[config.mk]
export PLATFORM = sky130hd
export DESIGN_NAME = lgs_row_unit
export DESIGN_NICKNAME = d
export VERILOG_FILES = /design/src/lgs_pkg.sv /design/src/lgs_row_unit.sv
export SDC_FILE = /design/constraint.sdc
export NUM_CORES = 1
export LEC_CHECK = 0
export ABC_CLOCK_PERIOD_IN_PS = 5950
export BUFFER_PORTS_ARGS = -buffer_cell sky130_fd_sc_hd__buf_2
export CAP_MARGIN = 30
export CELL_PAD_IN_SITES_DETAIL_PLACEMENT = 0
export CELL_PAD_IN_SITES_GLOBAL_PLACEMENT = 1
export CORE_AREA = 2 2 223 225
export DETAILED_ROUTE_END_ITERATION = 6
export DIE_AREA = 0 0 225 227
export PLACE_DENSITY_LB_ADDON = 0.08
export RECOVER_POWER = 50
export SLEW_MARGIN = 20
export SYNTH_ARGS = -nofsm -noshare
export SYNTH_HDL_FRONTEND = slang
export SYNTH_SLANG_ARGS = --single-unit
[constraint.sdc]
create_clock -name vclk -period 5.95
set_input_delay 0 -clock vclk [all_inputs]
set_output_delay 0 -clock vclk [all_outputs]
set_load 0.02 [all_outputs]
[src/lgs_pkg.sv]
// ----------------------------------------------------------------------------
// lgs_pkg
// Shared types, constants and helpers for the life generation step block.
// ----------------------------------------------------------------------------
`default_nettype none

package lgs_pkg;

    // Grid geometry
    localparam int MAX_GRID   = 64;
    localparam int MIN_GRID   = 3;
    localparam int ROW_W      = 64;
    localparam int ADDR_W     = 6;
    localparam int SIZE_W     = 7;
    localparam int CNT_W      = 7;

    // Sweep lengths: a row sweep runs on past the last row
    localparam int LAST_SWEEP = MAX_GRID + 1;
    localparam int LAST_CLEAR = MAX_GRID - 1;

    localparam logic [SIZE_W-1:0] GRID_RESET = SIZE_W'(MAX_GRID);

    // Request codes
    localparam logic [1:0] REQ_WRITE = 2'd0;
    localparam logic [1:0] REQ_STEP  = 2'd1;
    localparam logic [1:0] REQ_READ  = 2'd2;

    // Sequencer states
    typedef enum logic [2:0] {
        ST_CLEAR,
        ST_IDLE,
        ST_READ,
        ST_PASS1,
        ST_PASS2
    } lgs_state_t;

    // Control from the sequencer to the datapath
    typedef struct packed {
        logic              in_ready;
        logic              clear_we;
        logic              p1;
        logic              p2;
        logic              rd_wait;
        logic [CNT_W-1:0]  cnt;
    } lgs_ctrl_t;

    // Grid size clamped to the supported range
    function automatic logic [SIZE_W-1:0] lgs_active_size(input logic [SIZE_W-1:0] gs);
        logic [SIZE_W-1:0] s;
        s = gs;
        if (s < SIZE_W'(MIN_GRID))
        begin
            s = SIZE_W'(MIN_GRID);
        end
        if (s > SIZE_W'(MAX_GRID))
        begin
            s = SIZE_W'(MAX_GRID);
        end
        return s;
    endfunction

    // One bit per active column
    function automatic logic [ROW_W-1:0] lgs_col_mask(input logic [SIZE_W-1:0] n);
        logic [ROW_W-1:0] m;
        for (int x = 0; x < ROW_W; x++)
        begin
            m[x] = (SIZE_W'(x) < n);
        end
        return m;
    endfunction

endpackage

`default_nettype wire

[src/lgs_row_unit.sv]
// ----------------------------------------------------------------------------
// lgs_row_unit
// Shared row unit: B3/S23 next state for one row from a three-row window,
// born/died masks, and the sacrifice mask from a window of born rows.
// ----------------------------------------------------------------------------
`default_nettype none

module lgs_row_unit
    import lgs_pkg::*;
(
    input  wire logic [ROW_W-1:0] win_up,
    input  wire logic [ROW_W-1:0] win_mid,
    input  wire logic [ROW_W-1:0] win_dn,
    input  wire logic [ROW_W-1:0] died_in,
    input  wire logic [ROW_W-1:0] col_mask,
    input  wire logic             row_active,
    output logic      [ROW_W-1:0] next_row,
    output logic      [ROW_W-1:0] born_row,
    output logic      [ROW_W-1:0] died_row,
    output logic      [ROW_W-1:0] sac_row
);

    logic [ROW_W-1:0] up_l, up_r, mid_l, mid_r, dn_l, dn_r;
    logic [3:0]       nbr_cnt [ROW_W];
    logic [ROW_W-1:0] rule_hit;
    logic [ROW_W-1:0] any_row;
    logic [ROW_W-1:0] near_row;

    // Neighbor columns: bit x of *_l is column x-1, of *_r is column x+1
    assign up_l  = win_up << 1;
    assign up_r  = win_up >> 1;
    assign mid_l = win_mid << 1;
    assign mid_r = win_mid >> 1;
    assign dn_l  = win_dn << 1;
    assign dn_r  = win_dn >> 1;

    // Per-column neighbor count and rule
    always_comb
    begin
        for (int x = 0; x < ROW_W; x++)
        begin
            nbr_cnt[x] = {3'b000, up_l[x]} + {3'b000, win_up[x]} + {3'b000, up_r[x]}
                       + {3'b000, mid_l[x]} + {3'b000, mid_r[x]}
                       + {3'b000, dn_l[x]} + {3'b000, win_dn[x]} + {3'b000, dn_r[x]};
            rule_hit[x] = (nbr_cnt[x] == 4'd3) || ((nbr_cnt[x] == 4'd2) && win_mid[x]);
        end
    end

    assign next_row = rule_hit & col_mask & {ROW_W{row_active}};
    assign born_row = next_row & ~win_mid;
    assign died_row = win_mid & ~next_row;

    // Sacrifice: died cells with a born cell anywhere around them
    assign any_row  = win_up | win_mid | win_dn;
    assign near_row = ((any_row << 1) | (any_row >> 1) | win_up | win_dn) & col_mask;
    assign sac_row  = died_in & near_row;

endmodule

`default_nettype wire

======== Word level (Yosys, flattened, before mapping) ========
Index checks and enable logic that the tools add are counted.
storage, ports and cells
  register bits after elaboration ......... 0
  output and inout port bits .............. 256
  word-level logic and storage cells ...... 710
cells by class
  add/subtract/negate cells ............... 441
  equality and inequality tests ........... 128
  bitwise logic cells ..................... 13
  reductions and logical operators ........ 128
operator list
  kind                count
  $add 4x1->4         252
  $eq 4x2->1 const B  128
  $and 64x64->64      6
  $or 64x64->64       4
  $add 3x1->4         63
  $add 2x1->3         63
  $not 64->64         2
  $add 1x1->2         63
  $logic_and 1x1->1   64
  $logic_or 1x1->1    64
  $or 64x63->64       1

======== Longest topological paths before layout ========
  word-level depth ........................ 14
  mapped depth ............................ 10
  mapped depth without buffers ............ 10

======== Worst setup path before layout ========
OpenSTA, ideal clock, no wires.
  path kind ............................... input-to-output
  start point ............................. in win_up[14]
  end point ............................... out born_row[15]
  data arrival time ....................... 3.228 ns
  data required time ...................... 5.950 ns
  path slack .............................. 2.722 ns
  stages on the path ...................... 10
  buffers on the path ..................... 0
  cells stage by stage .................... inv_1 -> fa_1 -> fa_1 -> fa_1 -> inv_1 -> ha_1 -> fa_1 -> nand3_1 -> a21o_1 -> nor4b_1
between the ends
  longest elaborated chain between the ends .. 13
  elaborated cells on any way between the ends .. 14
RTL lines
  element                        RTL line            RTL
  from (decl)                    lgs_row_unit.sv:11  input wire logic [ROW_W-1:0] win_up,
  $add 1x1->2 *                  lgs_row_unit.sv:42  nbr_cnt[x] = {3'b000, up_l[x]} + {3'b000, win_up[x]} + {3'b000, up_r[x]}
  $add 2x1->3 *                  lgs_row_unit.sv:42
  $add 3x1->4 *                  lgs_row_unit.sv:43  + {3'b000, mid_l[x]} + {3'b000, mid_r[x]}
  $add 4x1->4 *                  lgs_row_unit.sv:43
  $add 4x1->4 * (3 in a row)     lgs_row_unit.sv:44  + {3'b000, dn_l[x]} + {3'b000, win_dn[x]} + {3'b000, dn_r[x]};
  $eq 4x2->1                     lgs_row_unit.sv:45  rule_hit[x] = (nbr_cnt[x] == 4'd3) || ((nbr_cnt[x] == 4'd2) && win_mid[x]);
  $logic_and 1x1->1              lgs_row_unit.sv:45
  $logic_or 1x1->1 *             lgs_row_unit.sv:45
  $and 64x64->64 * (2 in a row)  lgs_row_unit.sv:49  assign next_row = rule_hit & col_mask & {ROW_W{row_active}};
  $and 64x64->64 *               lgs_row_unit.sv:50  assign born_row = next_row & ~win_mid;
  to (decl)                      lgs_row_unit.sv:18  output logic [ROW_W-1:0] born_row,
Every way passes the cells marked *; elsewhere a longest branch is shown, timed or not.

======== Worst setup path in the final report ========
  start point ............................. in win_mid[41]
  end point ............................... out born_row[42]
between the ends
  longest elaborated chain between the ends .. 11
  elaborated cells on any way between the ends .. 12
RTL lines
  element                        RTL line            RTL
  from (decl)                    lgs_row_unit.sv:12  input wire logic [ROW_W-1:0] win_mid,
  $add 3x1->4 *                  lgs_row_unit.sv:43
  $add 4x1->4 *                  lgs_row_unit.sv:43
  $add 4x1->4 * (3 in a row)     lgs_row_unit.sv:44
  $eq 4x2->1                     lgs_row_unit.sv:45
  $logic_and 1x1->1              lgs_row_unit.sv:45
  $logic_or 1x1->1 *             lgs_row_unit.sv:45
  $and 64x64->64 * (2 in a row)  lgs_row_unit.sv:49
  $and 64x64->64 *               lgs_row_unit.sv:50
Marks and branches as above.

==> flow_summary.ini <==
[synth]
synth_area_leaders = fa_1 36%, ha_1 17%, inv_1 15%
yosysSeqAreaShare_pct = 0
synth_cell_types = 25
synth_xor_area_share_pct = 0
avgSynthCellArea_um2 = 8.128
yosys.area_share.simple_pct = 17.98
muxShareOfSynthArea_pct = 0
syn-num-nets = 2478
yosys_warnings = 0
synth_top_family_by_area = adder cells
syn-cell-area_um2 = 13960
synthCells = 1717
yosys.area_share.adder_pct = 53.00
yosysTopAreaCell = fa_1
synth.top_cell.area_share_pct = 36.15
synth-compound-area-share_pct = 13.41

[pwr]
totalPowerFinal_mw = 2.677
ir_worst_vdd_mv = 0.05252
p_leak_nw = 9.435
p_per_area_nw_per_um2 = 153.5

[route]
drc = 0
detail_route.vias_per_cell = 4.644
wl_um = 50900
wl_per_cell_um = 17.45
ant_nets = 0
first_iter_violations = 414
dr.pass1.iters = 5
vias = 13548

[timing]
worst_pin_slew_ps = 649.2
max-slew-margin-rel_pct = 56.39
clock.fmax_mhz = 285.1
fin_setup_tns_ps = 0
period_share_pct = 58.95
hold_viol_final = 0
min_period_ps = 3508
setup_viol = 0
final_max_slew_viol_count = 0
rsz0062_at_grt = no

[status]
status = finished clean

[finish]
drive_gt1_share_pct = 21.46
utilization_pct = 35.92
layout.nets = 3051
fill_cells = 5342
area_delta_synth_final_pct = 24.94
clock_buffers = 0
nFlopsAndLatches = 0
seq_area_um2 = 0

[setup_path]
cp_slowest_cell = fa_1
crit_top_cell = fa_1
cp_data_arrival_time_ps = 3510
crit_buf_inv = 4
cp-startpoint = win_mid[41]
path_max_fanout = 5
cp-start-kind = primary input
cp-end-kind = primary output
crit_required_ps = 5950
crit_type = in -> out
worst-path-stages = 12
worstPathCellList = clkbuf_1 -> inv_1 -> fa_1 -> fa_1 -> fa_1 -> inv_1 -> ha_1 -> fa_1 -> nand3_1 -> a21o_1 -> nor4b_2 -> buf_2
critical_path.top_delay_family = adder cells
cp_slowest_stage_delay_ps = 520
critPathCapture = born_row[42]

[placed_design]
dp_hpwl_um = 47520
io_buffers = 577
gp_congestion = 0.8748

[die]
row_count = 81
fp.dieW_um = 225
ioPinCount = 577
start_util_pct = 28.75
core_area_um2 = 48550
die_area_um2 = 51080
die_h_um = 227

[cts]
holdBufCountCts = 0
cts-resized-gates = 0
cts_setup_buffers = 0

[global_route]
grt_start_max_net_pins = 37
antenna_found_initial = 9
grt_pass1_vias = 14017
grt-ovfl-total = 0
grt_pass1_wl_um = 76860
grtUsageTotal_pct = 19.18

[job]
maxCapViolations = 0

[hold_path]
hp-class = in -> out
cells in the final DEF (no fill, tap or decap), drive strengths merged:
master	synthesis	routed
nand4	1	1
nor2b	1	1
nor3	120	120
o2111ai	1	1
a21oi	4	4
o311a	3	3
ha	188	188
a41oi	50	50
buf	7	450
diode	0	7
a31oi	68	68
nor4b	61	61
clkbuf	0	128
a21o	61	61
inv	566	566
o31a	1	1
nand3	61	61
fa	252	252
o21a	62	62
or4	2	2
nand4b	2	2
nand2	124	124
o211a	1	1
a211oi	1	1
nor4	3	3
nor2	77	77
per-layer routing:
layer	track usage, %	wire length, um	vias up
met3	2.762	2807	36
met4	2.649	812	8
met2	35.27	25550	341
met5	0	48	-
met1	24.28	21690	6448
li1	-	-	6715
metrics by stage:
step	setup slack [ps]	hold WS, ps	cells	area (um2)
6_report	2442	327.6	2917	17440
5_1_grt	2199	333.6	2912	17420
4_1_cts	2384	309.7	2910	17580
3_5_place_dp	2404	309.9	2910	17580
3_3_place_gp	2388	309.1	2910	17580
2_1_floorplan	2722	52.71	1717	13960
synthesized netlist by cell type (2+ instances only):
master and n:
a31oi_1 68, nand4b_1 2, nand2_1 124, a21oi_1 4
nor4b_1 22, o21a_1 62, or4_4 2, nand3_1 61
a41oi_1 50, nor4b_2 39, o311a_1 3, nor3_1 120
buf_4 7, nor4_1 3, fa_1 252, nor2_1 77
a21o_1 61, ha_1 188, inv_1 566
logic make-up (layout without fill, tap and decap cells):
kind of cell | after synthesis | count (layout)
AND/OR/NAND/NOR | 452 | 452
adder cells (fa/ha/maj) | 440 | 440
AO/OA/AOI/OAI | 252 | 252
other | 0 | 7
buffers and inverters | 573 | 1144
layout make-up:
cell class                      instances  area (um2)  area share, %
Antenna cell                            7       17.52         0.1005
Multi-Input combinational cell       1144       11780          67.55
Inverter                              566        2125          12.18
Tap cell                              622       778.2          4.463
Timing Repair Buffer                  578        2738          15.70
power breakdown:
part	switching (mW)	internal (mW)	total, mW
combinational	1.60	1.08	2.68
sequential	0	0	0
clock	0	0.000000158	0.000000158
total	1.60	1.08	2.68
worst min-delay path, delay by kind of cell:
kind,cells,cell delay [ps]
buffers and inverters,2,270
and+or+nand+nor,1,60
how the worst min path moves through the flow:
| stage | startpoint | to | cells past startpoint |
|---|---|---|---|
| final | win_mid[63] | born_row[63] | 3 |
| after global placement | win_mid[63] | born_row[63] | 3 |
| after global routing | win_mid[63] | born_row[63] | 3 |
| after CTS | win_mid[63] | born_row[63] | 3 |
| after detailed placement | win_mid[63] | born_row[63] | 3 |
| after floorplan | win_mid[19] | born_row[19] | 1 |
Note: power is estimated with default switching activity, not from simulation.
