$ cat src/lgs_pkg.sv
// ----------------------------------------------------------------------------
// lgs_pkg
// Shared types, constants and helpers for the life generation step block.
// ----------------------------------------------------------------------------
`default_nettype none

package lgs_pkg;

    // Grid geometry
    localparam int MAX_GRID   = 64;
    localparam int MIN_GRID   = 3;
    localparam int ROW_W      = 64;
    localparam int ADDR_W     = 6;
    localparam int SIZE_W     = 7;
    localparam int CNT_W      = 7;

    // Sweep lengths: a row sweep runs on past the last row
    localparam int LAST_SWEEP = MAX_GRID + 1;
    localparam int LAST_CLEAR = MAX_GRID - 1;

    localparam logic [SIZE_W-1:0] GRID_RESET = SIZE_W'(MAX_GRID);

    // Request codes
    localparam logic [1:0] REQ_WRITE = 2'd0;
    localparam logic [1:0] REQ_STEP  = 2'd1;
    localparam logic [1:0] REQ_READ  = 2'd2;

    // Sequencer states
    typedef enum logic [2:0] {
        ST_CLEAR,
        ST_IDLE,
        ST_READ,
        ST_PASS1,
        ST_PASS2
    } lgs_state_t;

    // Control from the sequencer to the datapath
    typedef struct packed {
        logic              in_ready;
        logic              clear_we;
        logic              p1;
        logic              p2;
        logic              rd_wait;
        logic [CNT_W-1:0]  cnt;
    } lgs_ctrl_t;

    // Grid size clamped to the supported range
    function automatic logic [SIZE_W-1:0] lgs_active_size(input logic [SIZE_W-1:0] gs);
        logic [SIZE_W-1:0] s;
        s = gs;
        if (s < SIZE_W'(MIN_GRID))
        begin
            s = SIZE_W'(MIN_GRID);
        end
        if (s > SIZE_W'(MAX_GRID))
        begin
            s = SIZE_W'(MAX_GRID);
        end
        return s;
    endfunction

    // One bit per active column
    function automatic logic [ROW_W-1:0] lgs_col_mask(input logic [SIZE_W-1:0] n);
        logic [ROW_W-1:0] m;
        for (int x = 0; x < ROW_W; x++)
        begin
            m[x] = (SIZE_W'(x) < n);
        end
        return m;
    endfunction

endpackage

`default_nettype wire

$ cat src/lgs_seq.sv
// ----------------------------------------------------------------------------
// lgs_seq
// Sequencer: clearing pass after reset, request dispatch, and the two row
// sweeps of a generation step.
// ----------------------------------------------------------------------------
`default_nettype none

module lgs_seq
    import lgs_pkg::*;
(
    input  wire logic       clk,
    input  wire logic       rst_n,
    input  wire logic       in_valid,
    input  wire logic [1:0] req_type,
    input  wire logic       out_free,
    output lgs_ctrl_t       ctrl
);

    lgs_state_t       state_reg, state_next;
    logic [CNT_W-1:0] cnt_reg, cnt_next;
    logic             in_fire;

    assign in_fire = in_valid && (state_reg == ST_IDLE);

    // State and counter registers
    always_ff @(posedge clk or negedge rst_n)
    begin
        if (!rst_n)
        begin
            state_reg <= ST_CLEAR;
            cnt_reg   <= '0;
        end
        else
        begin
            state_reg <= state_next;
            cnt_reg   <= cnt_next;
        end
    end

    // Next state
    always_comb
    begin
        state_next = state_reg;
        cnt_next   = cnt_reg;
        unique case (state_reg)
            ST_CLEAR:
            begin
                cnt_next = cnt_reg + CNT_W'(1);
                if (cnt_reg == CNT_W'(LAST_CLEAR))
                begin
                    state_next = ST_IDLE;
                    cnt_next   = '0;
                end
            end
            ST_IDLE:
            begin
                cnt_next = '0;
                if (in_fire && (req_type == REQ_STEP))
                begin
                    state_next = ST_PASS1;
                end
                else if (in_fire && (req_type == REQ_READ))
                begin
                    state_next = ST_READ;
                end
            end
            ST_READ:
            begin
                if (out_free)
                begin
                    state_next = ST_IDLE;
                end
            end
            ST_PASS1:
            begin
                cnt_next = cnt_reg + CNT_W'(1);
                if (cnt_reg == CNT_W'(LAST_SWEEP))
                begin
                    state_next = ST_PASS2;
                    cnt_next   = '0;
                end
            end
            ST_PASS2:
            begin
                cnt_next = cnt_reg + CNT_W'(1);
                if (cnt_reg == CNT_W'(LAST_SWEEP))
                begin
                    state_next = ST_IDLE;
                    cnt_next   = '0;
                end
            end
            default:
            begin
                state_next = ST_IDLE;
                cnt_next   = '0;
            end
        endcase
    end

    // Control outputs
    always_comb
    begin
        ctrl          = '0;
        ctrl.cnt      = cnt_reg;
        unique case (state_reg)
            ST_CLEAR: ctrl.clear_we = 1'b1;
            ST_IDLE:  ctrl.in_ready = 1'b1;
            ST_READ:  ctrl.rd_wait  = 1'b1;
            ST_PASS1: ctrl.p1       = 1'b1;
            ST_PASS2: ctrl.p2       = 1'b1;
            default:  ctrl.in_ready = 1'b0;
        endcase
    end

endmodule

`default_nettype wire

$ cat config.mk
export PLATFORM = sky130hd
export DESIGN_NAME = lgs_seq
export DESIGN_NICKNAME = d
export VERILOG_FILES = /design/src/lgs_pkg.sv /design/src/lgs_seq.sv
export SDC_FILE = /design/constraint.sdc
export NUM_CORES = 1
export LEC_CHECK = 0
export BUFFER_PORTS_ARGS = -buffer_cell sky130_fd_sc_hd__buf_4
export CAP_MARGIN = 25
export CORE_UTILIZATION = 40
export DETAILED_ROUTE_END_ITERATION = 8
export HOLD_SLACK_MARGIN = 0.05
export PLACE_DENSITY_LB_ADDON = 0.2
export SKIP_CTS_REPAIR_TIMING = 1
export SYNTH_ARGS = -nofsm -noshare
export SYNTH_HDL_FRONTEND = slang
export SYNTH_SLANG_ARGS = --single-unit
$ cat constraint.sdc
create_clock -name clk -period 1.35 [get_ports clk]
set_input_delay 0.135 -clock clk [delete_from_list [all_inputs] [get_ports clk]]
set_output_delay 0.135 -clock clk [all_outputs]
set_load 0.02 [all_outputs]
# Word level (Yosys, flattened, before mapping)
# Cells that the tools add are included.
[op_classes] addsub=1 mul=0 div=0 magnitude_cmp=0 n_eq_ne=13 shift=0 muxes=15 bitwise=0 reduce_logical=6
[op_table] operator="7-bit one-hot mux with 3 select lines" count=1
[op_table] operator="3-bit two-way mux" count=6
[op_table] operator="3-bit one-hot mux with 5 select lines" count=1
[op_table] operator="7-bit two-way mux" count=2
[op_table] operator="2-bit != test (second input constant)" count=4
[op_table] operator="7-bit by 1-bit adder with 7-bit output (second input constant)" count=1
[op_table] operator="7-bit by 6-bit == test with 1-bit output (second input constant)" count=1
[op_table] operator="7-bit == test (second input constant)" count=1
[op_table] operator="3-bit by 2-bit == test with 1-bit output (second input constant)" count=2
[op_table] operator="1-bit two-way mux" count=5
[op_table] operator="5-bit AND reduction" count=1
[op_table] operator="3-bit by 1-bit == test with 1-bit output (second input constant)" count=1
[op_table] operator="3-bit == test (second input constant)" count=1
[op_table] operator="1-bit logical AND" count=3
[op_table] operator="3-bit zero test" count=1
[op_table] operator="3-bit by 1-bit != test with 1-bit output (second input constant)" count=1
[op_table] operator="2-bit by 1-bit == test with 1-bit output (second input constant)" count=1
[op_table] operator="2-bit == test (second input constant)" count=1
[op_table] operator="2-bit OR reduction" count=1
[totals] reg_bits=10 latch_bits=0 ram_bits=0 mem_bits_ro=0 input_bits=6 out_inout_bits=12 n_memories=0

# Depth between registers and ports, before layout
# Gate-level depths: netlist (run 1).
[logic_depth] ltp_word=6 depth_mapped=6 depth_no_buf=6

# Worst setup path after synthesis (run 1)
# No wires, ideal clock.
[synth_timing] path_kind="register to register" startpoint="register state_reg[0]" endpoint="register cnt_reg[6]" t_arrival_ns=1.532 t_required_ns=1.270 setup_slack_ns=-0.262 path_stages_with_launch=6 n_path_buf=1 synth_period_minus_slack_ns=1.612 cell_sequence="dfrtp_1 > buf_4 > nor3_1 > o21a_1 > nor2_2 > o211ai_2"
[synth_via] elab_chain_cells=3
[synth_rtl] item="start, declared" line="lgs_seq.sv:19" rtl="lgs_state_t state_reg, state_next;"
[synth_rtl] item="start signal, assigned" line="lgs_seq.sv:35" rtl="state_reg <= state_next;"
[synth_rtl] item="3-bit == test or 3-bit by 2-bit == test with 1-bit output (tied branches)" line="lgs_seq.sv:45" rtl="unique case (state_reg)"
[synth_rtl] item="2-bit OR reduction (no source line)"
[synth_rtl] item="7-bit one-hot mux with 3 select lines" line="lgs_seq.sv:45"
[synth_rtl] item="end signal, assigned" line="lgs_seq.sv:36" rtl="cnt_reg <= cnt_next;"
[synth_rtl] item="end, declared" line="lgs_seq.sv:20" rtl="logic [CNT_W-1:0] cnt_reg, cnt_next;"
# Several ways; a longest one is shown, not always the timed one.
# A chain may end at the register's enable or synchronous reset.

==> results.json, run 1 <==
{
  "finalPower_mw": 2.00,
  "vias_per_cell": 5.31,
  "die_w_um": 42.9,
  "ir_drop_mv": 1.04,
  "yosysWarningCount": 0,
  "syn_inst": 79,
  "clkTransAtPathRegs_ns": 0.07,
  "wl_per_cell_um": 14.2,
  "p_leak_nw": 0.537,
  "place_area_um2": 985,
  "synth_seq_area_share_pct": 37.4,
  "ios": 18,
  "largest_register_ffs": 7,
  "finalHoldViolations": 0,
  "cts_tree": "yes",
  "worstMarginPinSlew_ns": 0.235,
  "gp_congestion": 0.792,
  "grt_overflow": 0,
  "dp_cells": 131,
  "grt_pass1_wl_mm": 2.90,
  "final_area_um2": 1130,
  "drv_cap": 0,
  "dr.pass1.iters": 4,
  "grt_max_degree": 11,
  "postSynthAreaPerCell_um2": 8.47,
  "synth_area_um2": 669,
  "hold_slack_ns": 0.168,
  "syn_nets": 87,
  "criticalPathCategory": "flip-flop to output port",
  "grt_pass1_vias": 665,
  "crit_buf_inv": 3,
  "ys_ff_latch": 10,
  "io_buffers": 17,
  "hpwl_mm": 1.39,
  "worst_slack_ns": -0.134,
  "core_area_um2": 1540,
  "post-place-ws_ns": -0.115,
  "clock_sinks": 10,
  "fin_nets": 133,
  "layout.cells.non_filler": 140,
  "crit_fanout": 3,
  "crit_slowest_cell": "or3b_4",
  "powerDensity_nw_per_um2": 1770,
  "startpoint_type": "flip-flop",
  "outcome": "finished, violations left",
  "rows": 14,
  "cts_buffers": 3,
  "rsz0062_at_grt": "true",
  "antenna_left": 0,
  "arrival_ns": 1.35,
  "antenna_cells": 0,
  "clock_latency_ns": 0.28,
  "cpPeakStageDelay_ns": 0.40,
  "fin_crit_sh_pct": 110,
  "period_needed_ns": 1.48,
  "dieArea_um2": 1840,
  "cts-root-buf": "clkbuf_4",
  "path_common_cell": "buf_6",
  "area_growth_pct": 68.4,
  "clockBufferDepth": 2,
  "antenna_found_initial": 0,
  "setup_viol": 14,
  "initial_core_util_pct": 43.4,
  "drt-initial-drc-count": 23,
  "hp-class": "input pin to flip-flop",
  "chipHeight_um": 42.9,
  "crit_family": "simple AND/OR/NAND/NOR gates",
  "grt_usage_pct": 21.5,
  "slew_headroom_pct": 84.2,
  "drv_slew": 0,
  "endpoint_kind": "output port",
  "cp.required_ns": 1.22,
  "failed_checks": "negative setup slack",
  "max_freq_mhz": 674,
  "ys_types": 30,
  "routed-via-count": 744,
  "h-tree-depth": 1,
  "totalWireLength_mm": 1.99,
  "drc": 0,
  "cp_cell_sequence": "buf_6 > or3b_4 > inv_2 > buf_6",
  "clock_skew_ns": 0.00208,
  "layout-drive-gt1-share_pct": 52.4
}
==> cells in the mapped netlist, drive strengths merged <==
master / number / share of area [%]
o22ai: 3 / 2.8
buf: 1 / 1.1
a31oi: 1 / 0.94
nor3: 3 / 2.2
nor2b: 2 / 1.9
dfrtp: 10 / 37
and2: 1 / 0.94
and4bb: 1 / 1.9
inv: 6 / 3.4
o21ai: 5 / 3.7
a211oi: 4 / 4.5
nor2: 9 / 5.4
and3: 1 / 0.94
or3b: 1 / 1.7
a21oi: 3 / 2.8
ha: 2 / 3.7
nand2b: 1 / 0.94
nand2: 13 / 7.3
o211ai: 1 / 1.9
o32ai: 1 / 1.3
mux2i: 1 / 1.5
xnor2: 2 / 2.6
a22oi: 1 / 3.2
nor3b: 1 / 1.1
nand3b: 2 / 2.2
nand3: 2 / 1.5
o21a: 1 / 1.1
==> metal layers <==
metal / part of all wire, % / vias to the layer above / wire length [um] / global-route usage, %
met4: 2.6 / 0 / 51 / 8.13
met2: 50 / 22 / 994 / 33.3
li1: - / 370 / - / -
met5: 0 / - / 0 / 0
met3: 4.6 / 7 / 91 / 6.38
met1: 43 / 345 / 852 / 27.9
==> through the flow <==
step                      setup TNS, ns  utilization (%)
final                             -1.01             73.1
after global routing              -1.87             73.1
after CTS                         -1.26             66.2
after detailed placement         -0.407             63.9
after global placement           -0.259             63.9
after floorplan                  -0.369                -
==> logic make-up after synthesis <==
kind of cell,synth area share [%]
mux,1.50
compound gates,22.2
simple gates,28.0
flops,37.4
fa+ha+maj,3.74
buf+inv,4.49
xor+xnor,2.62
==> where the power goes <==
group	total [mW]	leakage (nW)	internal (mW)	switching, mW
sequential	0.425	0.129	0.370	0.0542
clock	0.289	0.0210	0.164	0.125
combinational	1.28	0.387	0.621	0.660
==> final timing paths <==
path                            slack (ns)          from  cells after the start      endpoint
max in group asynchronous             0.98         rst_n                      2    cnt_reg[1]
worst min-delay path                  0.17   req_type[1]                      3  state_reg[1]
min in group asynchronous             0.21         rst_n                      2    cnt_reg[5]
worst max-delay path                 -0.13  state_reg[2]                      4       ctrl[8]
worst max register to register       -0.11  state_reg[2]                      5    cnt_reg[6]
worst min register to register        0.57    cnt_reg[4]                      1    cnt_reg[4]
==> tightest hold or removal path, delay by kind of cell <==
family | cells | cell delay (ns)
AO/OA/AOI/OAI | 1 | 0.07
buffers and inverters | 1 | 0.09
XOR/XNOR | 1 | 0.11
==> layout make-up <==
type	count	area [um^2]
Fill cell	119	414
Clock buffer	4	36.3
Tap cell	16	20.0
Sequential cell	10	253
Timing Repair Buffer	42	340
Inverter	6	22.5
Multi-Input combinational cell	62	455
==> cells in the final DEF, fill, tap and decap left out, drive strengths merged <==
master / Yosys / final
a211oi: 4 / 4
a21oi: 3 / 3
a22oi: 1 / 1
a31oi: 1 / 1
and2: 1 / 1
and3: 1 / 1
and4bb: 1 / 1
buf: 1 / 41
clkbuf: 0 / 4
dfrtp: 10 / 10
dlygate4sd3: 0 / 1
ha: 2 / 2
inv: 6 / 6
mux2i: 1 / 1
nand2: 13 / 13
nand2b: 1 / 1
nand3: 2 / 2
nand3b: 2 / 2
nor2: 9 / 9
nor2b: 2 / 2
nor3: 3 / 3
nor3b: 1 / 1
o211ai: 1 / 1
o21a: 1 / 1
o21ai: 5 / 5
o22ai: 3 / 3
o32ai: 1 / 1
or3b: 1 / 1
xnor2: 2 / 2
Note: power is estimated with default switching activity, not from simulation.
==> run 2: changes to the inputs <==
Settings changed: ABC_AREA from default to 1, CTS_BUF_LIST from default to sky130_fd_sc_hd__clkbuf_16.
==> run 2 against run 1 <==
The run now ends clean; critical path depth is 7 higher; non-clock buffer count is 13 lower; die area decreased by 2.9%; clock power is 83% higher; critical endpoint is now state_reg[1]; utilization down 2.8 points; first-iteration DRC count decreased by 43%; design area is 6.0% lower; global-route usage is 1.3 points lower; fmax increased by 11%; combinational power decreased by 98%; critical path type is now flip-flop to flip-flop.
==> results.json, run 2 <==
{
  "antenna_found_initial": 0,
  "powerDensity_nw_per_um2": 809,
  "cts_tree": "yes",
  "ir_drop_mv": 0.654,
  "slew_headroom_pct": 84.4,
  "finalPower_mw": 0.857,
  "grt_pass1_wl_mm": 2.69,
  "vias_per_cell": 4.88,
  "drt-initial-drc-count": 13,
  "syn_nets": 95,
  "final_cell_mix": "28 x buf_4, 18 x nand2_1, 11 x nor2_1, 9 x inv_1",
  "crit_fanout": 6,
  "dp_cells": 126,
  "met2_usage_pct": 31.7,
  "layout-drive-gt1-share_pct": 50.0,
  "synth_flop_cell": "dfrtp_1",
  "hp-class": "input pin to asynchronous set/reset pin",
  "yosysWarningCount": 0,
  "cp_cell_sequence": "inv_2 > ha_4 > nand2_1 > inv_1 > nand3_2 > nand2_2 > nand2_4 > inv_6 > nand2_4 > nand2_2 > nand2_2",
  "rows": 14,
  "yosysMostFrequentCell": "nand2_1",
  "crit_slowest_cell": "dfrtp_2",
  "h-tree-depth": 1,
  "layout.cells.non_filler": 136,
  "core_area_um2": 1510,
  "ios": 18,
  "dr.pass1.iters": 4,
  "crit_buf_inv": 3,
  "initial_core_util_pct": 43.1,
  "fin_nets": 129,
  "clock_sinks": 10,
  "antenna_left": 0,
  "crit_path_end": "state_reg[1]",
  "grt_overflow": 0,
  "totalWireLength_mm": 1.65,
  "layout_commonest_cell": "buf_4",
  "place_area_um2": 862,
  "drc": 0,
  "dieArea_um2": 1790,
  "ys_ff_latch": 10,
  "clockBufferDepth": 2,
  "clkTransAtPathRegs_ns": 0.04,
  "cp.required_ns": 1.47,
  "async_reset_ff_share_pct": 100,
  "period_needed_ns": 1.34,
  "hpwl_mm": 1.20,
  "criticalPathCategory": "flip-flop to flip-flop",
  "io_buffers": 17,
  "grt_use_met3_pct": 6.47,
  "synth_edf_count": 0,
  "outcome": "finished, final reports clean",
  "largest_register_ffs": 7,
  "chipHeight_um": 42.3,
  "r2r_slack_ns": 0.007,
  "routed-via-count": 663,
  "cts-root-buf": "clkbuf_16",
  "grt_pass1_vias": 602,
  "worstMarginPinSlew_ns": 0.231,
  "cp.depth": 11,
  "startpoint": "cnt_reg[1]",
  "endpoint_kind": "flip-flop",
  "setup_viol": 0,
  "fin_crit_sh_pct": 99.5,
  "die_w_um": 42.3,
  "grt_usage_pct": 20.2,
  "p_leak_nw": 0.507,
  "clock_skew_ns": 0.00103,
  "rr_worst_depth": 11,
  "postSynthAreaPerCell_um2": 7.46,
  "cts_buffers": 3,
  "rsz0062_at_grt": "true",
  "ys_types": 22,
  "met1_usage_pct": 26.6,
  "finalHoldViolations": 0,
  "busiest_layer": "met2",
  "area_growth_pct": 63.2,
  "gp_congestion": 0.763,
  "final_area_um2": 1060,
  "antenna_cells": 0,
  "arrival_ns": 1.47,
  "drv_cap": 0,
  "path_common_cell": "nand2_2",
  "syn_inst": 87,
  "yosys.area.top_type": "dfrtp_1",
  "synthTopCellsByArea": "dfrtp_1 39%, nand2_1 13%, inv_1 6.9%, nor2_1 6.9%, nand3_1 5.4%",
  "startpoint_type": "flip-flop",
  "r2r-end": "state_reg[1]",
  "max_freq_mhz": 745,
  "synth_area_um2": 649,
  "grt_max_degree": 11,
  "wl_per_cell_um": 12.1,
  "synth_common_cells": "23 x nand2_1, 12 x inv_1, 12 x nor2_1",
  "worstReg2RegStart": "cnt_reg[1]",
  "yosys.area.top_type_share_pct": 38.5,
  "synth_seq_area_share_pct": 38.5,
  "hold_slack_ns": 0.282,
  "cpPeakStageDelay_ns": 0.43,
  "clock_latency_ns": 0.24,
  "crit_family": "simple AND/OR/NAND/NOR gates",
  "drv_slew": 0
}
==> run 2: power by group <==
part / internal (mW) / switching [mW]
sequential: 0.301 / 0
combinational: 0.0134 / 0.0137
clock: 0.388 / 0.140
==> run 2: per-stage QoR <==
stage	setup TNS, ns	util, %	setup slack, ns
floorplan	0	-	0.00194
global placement	-0.276	57.2	-0.0618
detailed placement	-0.353	57.2	-0.0654
CTS	-0.658	62.5	-0.0890
global route	-0.434	70.3	-0.0853
finish	0	70.3	0.00732
==> run 2: final cells by class <==
class                      count  area (um^2)
inverter                      14         62.6
multi-input combinational     63          423
tap                           16         20.0
clock inverter                 1         3.75
clock buffer                   3         75.1
sequential                    10          255
fill                         124          447
timing repair buffer          29          220
==> run 2: per-layer routing <==
metal / share of wire (%) / vias up
met3: 4.2 / 0
met2: 51 / 15
met4: 0 / 0
li1: - / 338
met5: 0 / -
met1: 45 / 310
==> run 2: how the worst min path moves through the flow <==
stage	slack [ns]	endpoint	startpoint
6_report	0.28	cnt_reg[3]	rst_n
2_1_floorplan	-0.16	cnt_reg[0]	rst_n
3_5_place_dp	-0.03	cnt_reg[6]	rst_n
5_1_grt	0.30	cnt_reg[6]	rst_n
3_3_place_gp	-0.03	cnt_reg[4]	rst_n
4_1_cts	-0.28	cnt_reg[3]	rst_n
==> run 2: cells by family (layout without fill, tap and decap cells) <==
kind of cell | count (synthesis) | in the layout | synth area share, %
and+or+nand+nor | 51 | 51 | 35.8
xor gates and xnor gates | 3 | 3 | 4.05
buffers and inverters | 14 | 47 | 8.48
DFF | 10 | 10 | 38.5
AOI/OAI and AO/OA | 7 | 7 | 9.25
adders and majority gates | 2 | 2 | 3.85
